<file path="config.mk">
export PLATFORM = sky130hd
export DESIGN_NAME = eav_front
export DESIGN_NICKNAME = d
export VERILOG_FILES = /design/src/sv/eav_pkg.sv /design/src/sv/eav_front.sv
export VERILOG_INCLUDE_DIRS = /design/src /design/src/sv
export SDC_FILE = /design/constraint.sdc
export NUM_CORES = 1
export LEC_CHECK = 0
export ABC_AREA = 1
export BUFFER_PORTS_ARGS = -buffer_cell sky130_fd_sc_hd__buf_2
export CORE_MARGIN = 1
export CORE_UTILIZATION = 45
export CTS_CLUSTER_SIZE = 30
export DETAILED_ROUTE_END_ITERATION = 16
export PLACE_DENSITY = 0.73
export SETUP_SLACK_MARGIN = 0.1
export SLEW_MARGIN = 5
export SYNTH_ARGS = -nofsm -noshare
export SYNTH_HDL_FRONTEND = slang
export SYNTH_SLANG_ARGS = --single-unit
</file>
<file path="constraint.sdc">
create_clock -name clk_i -period 3.9 [get_ports clk_i]
set_input_delay 0.78 -clock clk_i [delete_from_list [all_inputs] [get_ports clk_i]]
set_output_delay 0.78 -clock clk_i [all_outputs]
set_load 0.1 [all_outputs]
</file>
<file path="src/sv/euler_angles_to_axis_vectors_core_assert.svh">
// Assertion macros for the euler axis vector core
`ifndef EULER_ANGLES_TO_AXIS_VECTORS_CORE_ASSERT_SVH
`define EULER_ANGLES_TO_AXIS_VECTORS_CORE_ASSERT_SVH
`ifndef SYNTHESIS
`define EAV_ASSERT_IMPL(lbl, clk, rstn, a, c) \
  lbl: assert property (@(posedge clk) disable iff (!rstn) (a) |-> (c)) \
    else $error("assertion failed");
`define EAV_ASSERT_NEXT(lbl, clk, rstn, a, c) \
  lbl: assert property (@(posedge clk) disable iff (!rstn) (a) |=> (c)) \
    else $error("assertion failed");
`else
`define EAV_ASSERT_IMPL(lbl, clk, rstn, a, c)
`define EAV_ASSERT_NEXT(lbl, clk, rstn, a, c)
`endif
`endif

</file>
<file path="src/sv/eav_pkg.sv">
// ----------------------------------------------------------------------------
// eav_pkg
// Shared types, constants and helpers of the euler axis vector core.
// ----------------------------------------------------------------------------
`default_nettype none
package eav_pkg;
  localparam int AngleBits = 16;
  localparam int FracBits  = 14;
  localparam int Steps     = 31;
  localparam int FrontDepth = 4;
  localparam int PtrW       = 2;
  localparam logic signed [15:0] One = 16'sd16384;
  localparam logic [31:0] CordicGain = 32'd652032874;

  typedef struct packed {
    logic [15:0] pitch_angle;
    logic [15:0] yaw_angle;
    logic [15:0] roll_angle;
  } in_t;

  typedef struct packed {
    logic signed [15:0] left_x;
    logic signed [15:0] left_y;
    logic signed [15:0] left_z;
    logic signed [15:0] up_x;
    logic signed [15:0] up_y;
    logic signed [15:0] up_z;
    logic signed [15:0] forward_x;
    logic signed [15:0] forward_y;
    logic signed [15:0] forward_z;
  } out_t;

  // classified word handed from front to back: reduced turn and negate flag
  typedef struct packed {
    logic [2:0]        neg;
    logic signed [32:0] zx;
    logic signed [32:0] zy;
    logic signed [32:0] zz;
  } job_t;

  function automatic logic signed [32:0] atan_lut(input logic [4:0] i);
    logic signed [32:0] r;
    unique case (i)
      5'd0: r = 33'sd536870912;  5'd1: r = 33'sd316933406;
      5'd2: r = 33'sd167458907;  5'd3: r = 33'sd85004756;
      5'd4: r = 33'sd42667331;   5'd5: r = 33'sd21354465;
      5'd6: r = 33'sd10679838;   5'd7: r = 33'sd5340245;
      5'd8: r = 33'sd2670163;    5'd9: r = 33'sd1335087;
      5'd10: r = 33'sd667544;    5'd11: r = 33'sd333772;
      5'd12: r = 33'sd166886;    5'd13: r = 33'sd83443;
      5'd14: r = 33'sd41722;     5'd15: r = 33'sd20861;
      5'd16: r = 33'sd10430;     5'd17: r = 33'sd5215;
      5'd18: r = 33'sd2608;      5'd19: r = 33'sd1304;
      5'd20: r = 33'sd652;       5'd21: r = 33'sd326;
      5'd22: r = 33'sd163;       5'd23: r = 33'sd81;
      5'd24: r = 33'sd41;        5'd25: r = 33'sd20;
      5'd26: r = 33'sd10;        5'd27: r = 33'sd5;
      5'd28: r = 33'sd3;         5'd29: r = 33'sd1;
      5'd30: r = 33'sd1;
      default: r = 33'sd0;
    endcase
    return r;
  endfunction

  // saturate a wide signed value to +-1.0
  function automatic logic signed [15:0] sat_unit(input logic signed [35:0] v);
    logic signed [15:0] r;
    if (v > 36'sd16384) r = One;
    else if (v < -36'sd16384) r = -One;
    else r = v[15:0];
    return r;
  endfunction

  // Q1.14 product, rounded half up
  function automatic logic signed [17:0] qmul(input logic signed [15:0] a,
                                              input logic signed [15:0] b);
    logic signed [31:0] p;
    p = a * b + 32'sd8192;
    return p[31:14];
  endfunction
endpackage
`default_nettype wire

</file>
<file path="src/sv/eav_front.sv">
// ----------------------------------------------------------------------------
// eav_front
// Half-turn fold of three angles into [-90, 90) degrees and a short job queue toward the back end.
// ----------------------------------------------------------------------------
`default_nettype none
module eav_front (
  input  wire logic         clk_i,
  input  wire logic         rst_ni,
  input  wire logic         start_i,
  input  wire eav_pkg::in_t in_i,
  output logic              busy_o,
  input  wire logic         pop_i,
  output logic              avail_o,
  output eav_pkg::job_t     job_o
);
  eav_pkg::job_t            mem_q [eav_pkg::FrontDepth];
  logic [eav_pkg::PtrW-1:0] wp_q, rp_q;
  logic [eav_pkg::PtrW:0]   cnt_q, cnt_d;
  logic                     push;
  eav_pkg::job_t            job_w;

  function automatic void fold(input logic [15:0] a, output logic n,
                               output logic signed [32:0] z);
    logic [31:0] t;
    t = {a, 16'd0};
    n = t[31] ^ t[30];
    if (n) t = t + 32'h8000_0000;
    z = $signed({t[31], t});
  endfunction

  always_comb begin
    fold(in_i.pitch_angle, job_w.neg[0], job_w.zx);
    fold(in_i.yaw_angle,   job_w.neg[1], job_w.zy);
    fold(in_i.roll_angle,  job_w.neg[2], job_w.zz);
  end

  // back end pops every cycle it has a word, so the queue only absorbs phase
  assign busy_o  = (cnt_q == (eav_pkg::PtrW+1)'(eav_pkg::FrontDepth));
  assign push    = start_i && !busy_o;
  assign avail_o = (cnt_q != '0);
  assign job_o   = mem_q[rp_q];
  assign cnt_d   = cnt_q + {{eav_pkg::PtrW{1'b0}}, push}
                 - {{eav_pkg::PtrW{1'b0}}, pop_i && avail_o};

  always_ff @(posedge clk_i) begin
    if (push) mem_q[wp_q] <= job_w;
  end

  always_ff @(posedge clk_i or negedge rst_ni) begin
    if (!rst_ni) begin
      wp_q <= '0; rp_q <= '0; cnt_q <= '0;
    end else begin
      if (push) wp_q <= wp_q + 1'b1;
      if (pop_i && avail_o) rp_q <= rp_q + 1'b1;
      cnt_q <= cnt_d;
    end
  end

`include "euler_angles_to_axis_vectors_core_assert.svh"
  `EAV_ASSERT_IMPL(a_no_over, clk_i, rst_ni, busy_o, !push)
  `EAV_ASSERT_NEXT(a_cnt, clk_i, rst_ni, push && !(pop_i && avail_o), cnt_q == $past(cnt_q) + 1'b1)
  `EAV_ASSERT_IMPL(a_bound, clk_i, rst_ni, 1'b1, cnt_q <= (eav_pkg::PtrW+1)'(eav_pkg::FrontDepth))
endmodule
`default_nettype wire

</file>
==> qor.tcl, run 1 <==
set qor(run_status) {complete, no violations}
set qor(seq_area_um2) 6300
set qor(grt-ovfl-total) 0
set qor(finalCritPeriodShare_pct) 82.3
set qor(finish.net_count) 919
set qor(pin_count_of_the_biggest_net_entering_global_routing) 156
set qor(grt_setup_unrepaired) {no}
set qor(postCtsSetupBuffers) 0
set qor(fmaxAchievable_mhz) 312
set qor(finalSetupViolations) 0
set qor(cts.sink_count) 211
set qor(crit_path_max_fanout) 39
set qor(worstSetupEndpointType) {output pin}
set qor(multi_input_comb_area_um2) 1920
set qor(number_of_port_buffers) 107
set qor(slew_headroom_pct) 46.4
set qor(fp_rows) 50
set qor(globalplace.congestion) 0.718
set qor(clock_tree.root_cell) {sky130_fd_sc_hd__clkbuf_16}
set qor(final.fill_count) 1616
set qor(yosys_warnings) 0
set qor(design.core.area_um2) 19000
set qor(routed_wire_length_per_instance_um) 14.1
set qor(number_of_instances_in_the_synthesized_netlist) 761
set qor(io_pins) 156
set qor(timing.critical_path.arrival_ps) 2430
set qor(synthToLayoutAreaGrowth_pct) 14.3
set qor(holdCritPathClass) {primary input to async pin}
set qor(worst_ep_required_time_ps) 3120
set qor(cp-start-kind) {flop}
set qor(setup.reg_to_reg.worst_slack_ps) 1730
set qor(post_cts_resized) 0
set qor(synth-seq-area-share_pct) 71.3
set qor(drtPass1Iterations) 4
set qor(worst_slack_ps) 692
set qor(syn-mean-instance-area_um2) 11.6
set qor(final_routed_wirelength_um) 16000
set qor(postCtsHoldBufs) 0
set qor(tritoncts) {built}
set qor(first_global_vias) 4928
set qor(maxCapViolations) 0
set qor(setup.worst_path.class) {flop to output pin}
set qor(grt_pass1_wl_um) 25000
set qor(cts.path.max_buffers) 3
set qor(drcViolationCount) 0
set qor(period_needed_ps) 3210
set qor(cts.htree.levels) 1
set qor(synth_largest_type_area_fraction_pct) 69.3
set qor(hold_fails_final_rpt) 0
set qor(post_synth_num_cell_types) 18
set qor(commonest_cells_after_routing_fill_and_taps_aside) {sky130_fd_sc_hd__edfxtp_1, sky130_fd_sc_hd__nand2_1, sky130_fd_sc_hd__buf_2}
set qor(inserted_clock_buffers) 22
set qor(post_synthesis_register_bit_count) 211
set qor(grt_antenna_before_repair) 1
set qor(avgViaCountPerCell) 4.70
set qor(ant_nets) 0
set qor(post-dp-hpwl_um) 9060
set qor(clock_insertion_delay_worst_skew_ps) 490
set qor(floorplan.initialDensity_pct) 46.6
set qor(drt_first_iter_violations) 349
set qor(final_layout_size_suffix_gt1_share_pct) 17.4
set qor(syn-cell-area_um2) 8840
set qor(report.final.slew_viol_count) 0
set qor(worst_clock_skew_ps) 11.9
set qor(setup_total_negative_slack_ps) 0
set qor(clk_transition_reported_paths_ps) 60
set qor(via_count) 5332
set qor(tightest_slew_ps) 804
set qor(layout.cells.most_common) {sky130_fd_sc_hd__edfxtp_1}
set qor(design.die.area_um2) 20200
set qor(grt_util_all_layers_pct) 16.0
set qor(floorplan.die.height_um) 142
set qor(netlist.top_cell.by_area) {sky130_fd_sc_hd__edfxtp_1}
set qor(placement.setup.worst_slack_ps) 1160
set qor(synthTopCellsByArea) {sky130_fd_sc_hd__edfxtp_1, sky130_fd_sc_hd__nand2_1, sky130_fd_sc_hd__nor2_1, sky130_fd_sc_hd__buf_4, sky130_fd_sc_hd__o21ai_0}
set qor(die-width_um) 142
## worst max-delay path: stages (launching register included)
cell and delay, ps:
sky130_fd_sc_hd__dfrtp_4 490, sky130_fd_sc_hd__inv_2 530, sky130_fd_sc_hd__buf_4 310, sky130_fd_sc_hd__o21ai_0 110, sky130_fd_sc_hd__nand2_1 80, sky130_fd_sc_hd__buf_2 420
## layer usage
layer	routed length (um)	global-route usage, %
met1	6880	19.8
met3	882	3.53
met2	7910	28.4
met5	0	0
met4	333	4.24
## sequential cells by signal, indices dropped and copies added (netlist names)
register	cells
wp_q	2
cnt_q	3
rp_q	2
mem_q	204
## final timing paths
path	cells after the start	startpoint	end
worst max-delay path	5	rp_q[0]	job_o[65]
worst min-delay path	1	rst_ni	cnt_q[2]
worst max register to register	9	cnt_q[1]	cnt_q[2]
worst min register to register	1	cnt_q[0]	cnt_q[0]
max in group asynchronous	1	rst_ni	rp_q[0]
min in group clk_i	1	in_i[28]	mem_q[2][61]
## cell families (layout without fill, tap and decap cells)
logic type	count (synthesis)	count (layout)	synth area share (%)
buf+inv	153	218	9.40
simple gates	284	284	12.2
fa+ha+maj	7	7	1.08
flops	211	211	71.3
other cells	1	50	0.0424
compound gates	102	102	5.77
xor+xnor	3	3	0.297
## cell usage after synthesis, drive strengths merged
master	instances
clkbuf	12
nand3b	1
nand3	4
dfrtp	7
inv	66
ha	6
buf	75
conb	1
o21ai	102
nand2	172
fa	1
xor2	3
nor2	107
edfxtp	204
## metrics by stage
stage,util (%),hold WS (ps),instances,cell area [um2]
floorplan,-,441,808,9020
global placement,49.7,481,1096,9420
detailed placement,49.7,495,1096,9420
CTS,53.3,100,1133,10100
global route,53.3,105,1133,10100
finish,53.3,111,1135,10100
## final cells by class
type	instances	area share [%]
well taps	260	3.22
multi-input cells	444	19.0
repair buffers	115	6.14
diodes	2	0.0495
clock inverters	6	0.520
clock buffers	31	6.29
inverters	66	2.46
flip-flops and latches	211	62.4
Power of run 1 is not shown: default switching activity piles up to over one toggle a cycle in this logic, so the estimate is an artifact.
==> inputs of run 2 (changes only) <==
--- a/config.mk
+++ b/config.mk
@@ -6,13 +6,13 @@
 export SDC_FILE = /design/constraint.sdc
 export NUM_CORES = 1
 export LEC_CHECK = 0
-export ABC_AREA = 1
+export ABC_AREA = 0
 export BUFFER_PORTS_ARGS = -buffer_cell sky130_fd_sc_hd__buf_2
 export CORE_MARGIN = 1
 export CORE_UTILIZATION = 45
 export CTS_CLUSTER_SIZE = 30
 export DETAILED_ROUTE_END_ITERATION = 16
-export PLACE_DENSITY = 0.73
+export PLACE_DENSITY = 0.76
 export SETUP_SLACK_MARGIN = 0.1
 export SLEW_MARGIN = 5
 export SYNTH_ARGS = -nofsm -noshare
==> constraint.sdc (replaced) <==
create_clock -name clk_i -period 2.85 [get_ports clk_i]
set_input_delay 0.57 -clock clk_i [delete_from_list [all_inputs] [get_ports clk_i]]
set_output_delay 0.57 -clock clk_i [all_outputs]
set_load 0.1 [all_outputs]
==> run 2 against run 1 <==
Final area is 4.6% lower. Critical path depth is 2 lower. Utilization increased by 0.17 points. Routed wire length is 15% lower. Setup slack worse by 520 ps. First-iteration DRC count is 42% lower. Largest cell class unchanged. Highest routed layer unchanged.
==> qor.tcl, run 2 <==
set qor(worst_slack_ps) 174
set qor(grt_setup_unrepaired) {yes}
set qor(avgViaCountPerCell) 5.06
set qor(hold_fails_final_rpt) 0
set qor(floorplan.initialDensity_pct) 46.1
set qor(finalCritPeriodShare_pct) 93.9
set qor(grt_antenna_before_repair) 0
set qor(depth_of_the_worst_register_to_register_path) 8
set qor(setup_total_negative_slack_ps) 0
set qor(routed_wire_length_per_instance_um) 18.6
set qor(synth.cells.most_frequent) {sky130_fd_sc_hd__edfxtp_1, sky130_fd_sc_hd__buf_4, sky130_fd_sc_hd__mux4_2}
set qor(setup.reg_to_reg.worst_slack_ps) 700
set qor(report.final.slew_viol_count) 0
set qor(timing.critical_path.arrival_ps) 2110
set qor(io_pins) 156
set qor(worst_ep_required_time_ps) 2280
set qor(run_status) {complete, no violations}
set qor(drtPass1Iterations) 4
set qor(grt_pass1_wl_um) 20600
set qor(top_register) {mem_q}
set qor(commonest_cells_after_routing_fill_and_taps_aside) {sky130_fd_sc_hd__edfxtp_1, sky130_fd_sc_hd__buf_2, sky130_fd_sc_hd__mux4_2, sky130_fd_sc_hd__conb_1, sky130_fd_sc_hd__clkbuf_16}
set qor(number_of_instances_in_the_synthesized_netlist) 365
set qor(layout_top_registers) {mem_q (204), cnt_q (3)}
set qor(drt_first_iter_violations) 202
set qor(design.die.area_um2) 19000
set qor(worstSetupEndpointType) {output pin}
set qor(fin_util_pct) 53.5
set qor(syn-mean-instance-area_um2) 22.8
set qor(fmaxAchievable_mhz) 374
set qor(clk_transition_reported_paths_ps) 60
set qor(final_routed_wirelength_um) 13600
set qor(finalSetupViolations) 0
set qor(synth_largest_type_area_fraction_pct) 73.7
set qor(setup.worst_path.class) {flop to output pin}
set qor(floorplan.die.height_um) 138
set qor(syn-cell-area_um2) 8310
set qor(yosys_warnings) 0
set qor(grt_util_all_layers_pct) 14.6
set qor(post_synth_num_cell_types) 24
set qor(ys.flop_type) {sky130_fd_sc_hd__edfxtp_1}
set qor(globalplace.congestion) 0.675
set qor(largest_register_ffs) 204
set qor(inserted_clock_buffers) 22
set qor(worst_hold_slack_ps) 284
set qor(cts.htree.levels) 1
set qor(setup.worst_path.start) {rp_q[0]}
set qor(placement.setup.worst_slack_ps) 646
set qor(worst_r2r_endpoint) {cnt_q[2]}
set qor(worst_clock_skew_ps) 9.47
set qor(cts.path.max_buffers) 3
set qor(clock_tree.root_cell) {sky130_fd_sc_hd__clkbuf_16}
set qor(synth-seq-area-share_pct) 75.8
set qor(maxCapViolations) 0
set qor(holdCritPathClass) {primary input to flop}
set qor(synth.most_common_cell) {sky130_fd_sc_hd__edfxtp_1}
set qor(r2r-start) {cnt_q[2]}
set qor(fp_rows) 49
set qor(finish.net_count) 545
set qor(post-dp-hpwl_um) 7990
set qor(final_layout_size_suffix_gt1_share_pct) 39.8
set qor(drcViolationCount) 0
set qor(period_needed_ps) 2680
set qor(number_of_port_buffers) 107
set qor(tritoncts) {built}
set qor(synthToLayoutAreaGrowth_pct) 16.0
set qor(antennaDiodeCount) 0
set qor(die-width_um) 138
set qor(synthTopCellsByArea) {sky130_fd_sc_hd__edfxtp_1, sky130_fd_sc_hd__mux4_2, sky130_fd_sc_hd__buf_4, sky130_fd_sc_hd__dfrtp_1, sky130_fd_sc_hd__buf_12}
set qor(synth_async_sr_flop_share_pct) 3.32
set qor(design.core.area_um2) 18000
set qor(layout.cells.most_common) {sky130_fd_sc_hd__edfxtp_1}
set qor(via_count) 3699
set qor(ant_nets) 0
set qor(critPathCapture) {job_o[17]}
set qor(post_synthesis_register_bit_count) 211
set qor(cp-start-kind) {flop}
set qor(postCtsSetupBuffers) 0
set qor(cts.sink_count) 211
set qor(clock_insertion_delay_worst_skew_ps) 500
set qor(crit_path_max_fanout) 27
set qor(first_global_vias) 3881
set qor(pin_count_of_the_biggest_net_entering_global_routing) 52
set qor(netlist.top_cell.by_area) {sky130_fd_sc_hd__edfxtp_1}
set qor(number_of_flops_mapped_to_enable_cells_by_yosys) 204
set qor(grt-ovfl-total) 0
==> run 2: critical path: stages (launching register included) <==
cell and delay (ps):
sky130_fd_sc_hd__dfrtp_4 490, sky130_fd_sc_hd__buf_16 240, sky130_fd_sc_hd__mux4_1 570, sky130_fd_sc_hd__clkbuf_4 290
==> run 2: area by class of cell <==
type	count	area (um2)
Timing Repair Buffer	116	716
Clock inverter	14	105
Fill cell	1396	8380
Multi-Input combinational cell	130	1650
Inverter	5	18.8
Sequential cell	211	6310
Tap cell	229	287
Clock buffer	26	566
==> run 2: through the flow <==
| stage | instances | cell area (um2) |
|---|---|---|
| after floorplan | 412 | 8490 |
| after global placement | 690 | 8930 |
| after detailed placement | 690 | 8930 |
| after CTS | 731 | 9610 |
| after global routing | 731 | 9640 |
| final | 731 | 9640 |
==> run 2: per-layer routing <==
metal  GRT usage (%)  routed length, um  vias to the layer above
met5               0                  0                        -
met4            3.86                235                        0
met3            3.33                811                       26
met2            25.2               6850                      128
met1            18.8               5710                     1918
li1                -                  -                     1627
==> run 2: cells by family (layout without fill, tap and decap cells) <==
family | Yosys count | after routing | synth area share, %
AO/OA/AOI/OAI | 4 | 4 | 0.391
XOR/XNOR | 7 | 7 | 0.738
adder cells (fa/ha/maj) | 7 | 7 | 1.14
buffers and inverters | 71 | 161 | 6.65
flip-flops | 211 | 211 | 75.8
multiplexers | 51 | 51 | 14.0
other | 1 | 48 | 0.0451
AND/OR/NAND/NOR | 13 | 13 | 1.26
==> run 2: timing repair <==
action | 4_1_cts | 5_1_grt
hold endpoints to repair | 7 | 0
gates resized for setup | 0 | 12
endpoints found under the setup margin | 0 | 15
hold buffers | 1 | 0
==> run 2: worst min-delay path by stage <==
| stage | depth (start not counted) | startpoint | end |
|---|---|---|---|
| 5_1_grt | 1 | in_i[35] | mem_q[2][85] |
| 3_3_place_gp | 1 | rst_ni | wp_q[1] |
| 4_1_cts | 1 | in_i[18] | mem_q[0][51] |
| 2_1_floorplan | 0 | rst_ni | cnt_q[0] |
| 3_5_place_dp | 1 | rst_ni | wp_q[1] |
| 6_report | 1 | in_i[13] | mem_q[0][29] |
Power of run 2 is left out for the same reason.
==> inputs of run 3 (changes only) <==
--- a/config.mk
+++ b/config.mk
@@ -9,10 +9,10 @@
 export ABC_AREA = 0
 export BUFFER_PORTS_ARGS = -buffer_cell sky130_fd_sc_hd__buf_2
 export CORE_MARGIN = 1
-export CORE_UTILIZATION = 45
+export CORE_UTILIZATION = 50
 export CTS_CLUSTER_SIZE = 30
 export DETAILED_ROUTE_END_ITERATION = 16
-export PLACE_DENSITY = 0.76
+export PLACE_DENSITY = 0.83
 export SETUP_SLACK_MARGIN = 0.1
 export SLEW_MARGIN = 5
 export SYNTH_ARGS = -nofsm -noshare
==> run 3 against run 2 <==
Cell count shrank 1.1%. Non-clock buffer count grew 4. Largest cell class unchanged. Clock skew shrank 3.7 ps. Sequential share of layout area shrank 0.42 points. Register-to-register slack is essentially flat. Utilization grew 6.9 points. Highest routed layer unchanged. Critical endpoint is now job_o[97]. Critical path type unchanged. Final area grew 0.65%.
==> qor.tcl, run 3 (synthesis results as in run 2) <==
set qor(run_status) {complete, no violations}
set qor(finalCritPeriodShare_pct) 94.0
set qor(ant_nets) 0
set qor(worst_r2r_endpoint) {cnt_q[2]}
set qor(crit_path_max_fanout) 14
set qor(final_routed_wirelength_um) 13600
set qor(number_of_port_buffers) 107
set qor(design.die.area_um2) 17100
set qor(commonest_cells_after_routing_fill_and_taps_aside) {sky130_fd_sc_hd__edfxtp_1, sky130_fd_sc_hd__buf_2, sky130_fd_sc_hd__mux4_2, sky130_fd_sc_hd__conb_1, sky130_fd_sc_hd__clkbuf_16}
set qor(synthToLayoutAreaGrowth_pct) 16.8
set qor(grt_setup_unrepaired) {yes}
set qor(floorplan.die.height_um) 131
set qor(setup.worst_path.class) {flop to output pin}
set qor(whs_path_depth) 1
set qor(worstSetupEndpointType) {output pin}
set qor(via_count) 3709
set qor(design.core.area_um2) 16100
set qor(tritoncts) {built}
set qor(cts.htree.levels) 1
set qor(worst_clock_skew_ps) 5.79
set qor(grt-ovfl-total) 0
set qor(finalSetupViolations) 0
set qor(cp-start-kind) {flop}
set qor(drtPass1Iterations) 4
set qor(finish.net_count) 549
set qor(cts.sink_count) 211
set qor(depth_of_the_worst_register_to_register_path) 8
set qor(die-width_um) 131
set qor(setup_total_negative_slack_ps) 0
set qor(first_global_vias) 3852
set qor(hold_fails_final_rpt) 0
set qor(clock_tree.root_cell) {sky130_fd_sc_hd__clkbuf_16}
set qor(clock_insertion_delay_worst_skew_ps) 480
set qor(timing.critical_path.slowest_cell_delay_ps) 520
set qor(path_cells) {buf_12 > buf_16 > mux4_2 > buf_2}
set qor(cp_top_family) {buffers and inverters}
set qor(pin_count_of_the_biggest_net_entering_global_routing) 37
set qor(drcViolationCount) 0
set qor(inserted_clock_buffers) 22
set qor(critical_path.n_buffers_inverters) 3
set qor(maxCapViolations) 0
set qor(setup.reg_to_reg.worst_slack_ps) 710
set qor(routed_wire_length_per_instance_um) 18.8
set qor(post-dp-hpwl_um) 8150
set qor(period_needed_ps) 2680
set qor(largest_register_ffs) 204
set qor(layout.cells.most_common) {sky130_fd_sc_hd__edfxtp_1}
set qor(clk_transition_reported_paths_ps) 60
set qor(timing.critical_path.arrival_ps) 2110
set qor(grt_util_all_layers_pct) 16.8
set qor(grt_pass1_wl_um) 21000
set qor(drt_first_iter_violations) 185
set qor(slew_headroom_pct) 65.5
set qor(globalplace.congestion) 0.704
set qor(fmaxAchievable_mhz) 373
set qor(floorplan.initialDensity_pct) 51.8
set qor(setup.worst_path.start) {rp_q[0]}
set qor(io_pins) 156
set qor(worst_ep_required_time_ps) 2280
set qor(grt_antenna_before_repair) 1
set qor(top_register) {mem_q}
set qor(holdCritPathClass) {primary input to flop}
set qor(crit_path_top_delay_cell) {sky130_fd_sc_hd__dfrtp_4}
set qor(final_layout_size_suffix_gt1_share_pct) 41.0
set qor(hold_path_end) {mem_q[0][25]}
set qor(min_from) {in_i[9]}
set qor(report.final.slew_viol_count) 0
set qor(layout_top_registers) {mem_q (204), cnt_q (3)}
set qor(r2r-start) {cnt_q[2]}
set qor(fp_rows) 46
set qor(avgViaCountPerCell) 5.13
set qor(tightest_slew_ps) 518
set qor(cts.path.max_buffers) 3
[run 3: changes by cell type in the layout (fill, tap and decap cells not counted), sizes merged]
cell,change
buf,+10
bufbuf,+1
bufinv,-1
clkbuf,-4
clkinv,-2
diode,+2
inv,-1
[run 3: how the worst max path moves through the flow]
stage               endpoint  cells after the start
4_1_cts            job_o[27]                      3
5_1_grt            job_o[62]                      3
3_3_place_gp      job_o[101]                      3
2_1_floorplan  mem_q[0][100]                      2
6_report           job_o[97]                      4
3_5_place_dp      job_o[101]                      3
[run 3: area by class of cell]
| class | instances | area, um2 |
|---|---|---|
| fill | 1131 | 6350 |
| sequential | 211 | 6310 |
| multi-input combinational | 130 | 1650 |
| timing repair buffer | 120 | 777 |
| clock buffer | 29 | 638 |
| tap | 216 | 270 |
| clock inverter | 10 | 45.0 |
| inverter | 5 | 18.8 |
| antenna | 2 | 5.00 |
[run 3: worst reg2reg max path, cell delays in order, from the launching register on]
cell,delay (ps)
sky130_fd_sc_hd__dfrtp_1,460
sky130_fd_sc_hd__nor3b_4,370
sky130_fd_sc_hd__nand2b_1,170
sky130_fd_sc_hd__ha_1,130
sky130_fd_sc_hd__inv_1,40
sky130_fd_sc_hd__ha_1,190
sky130_fd_sc_hd__fa_1,380
sky130_fd_sc_hd__xnor2_1,190
sky130_fd_sc_hd__xnor2_1,140
[run 3: per-layer routing]
metal  track usage (%)  wire [um]  vias to the layer above
met4              4.39        148                        0
met3              4.32        932                       18
met2              27.5       6920                      156
met1              22.5       5580                     1897
met5                 0          0                        -
li1                  -          -                     1638
[run 3: stage by stage]
stage	hold slack, ps	instance area, um2	utilization (%)	worst slack, ps	instances
2_1_floorplan	274	8490	-	159	412
4_1_cts	275	9680	60.3	120	721
5_1_grt	274	9700	60.4	95.8	721
6_report	297	9710	60.4	171	723
3_3_place_gp	410	8910	55.5	554	678
3_5_place_dp	415	8910	55.5	523	678
[run 3: timing repair]
item                       CTS  global route
pin swaps                    0             0
hold buffers                 1             0
hold endpoints to repair     7             0
gates resized for setup      6            11
setup buffers                2             0
cloned                       1             0
setup endpoints to repair   31             8
Power of run 3 is left out for the same reason.
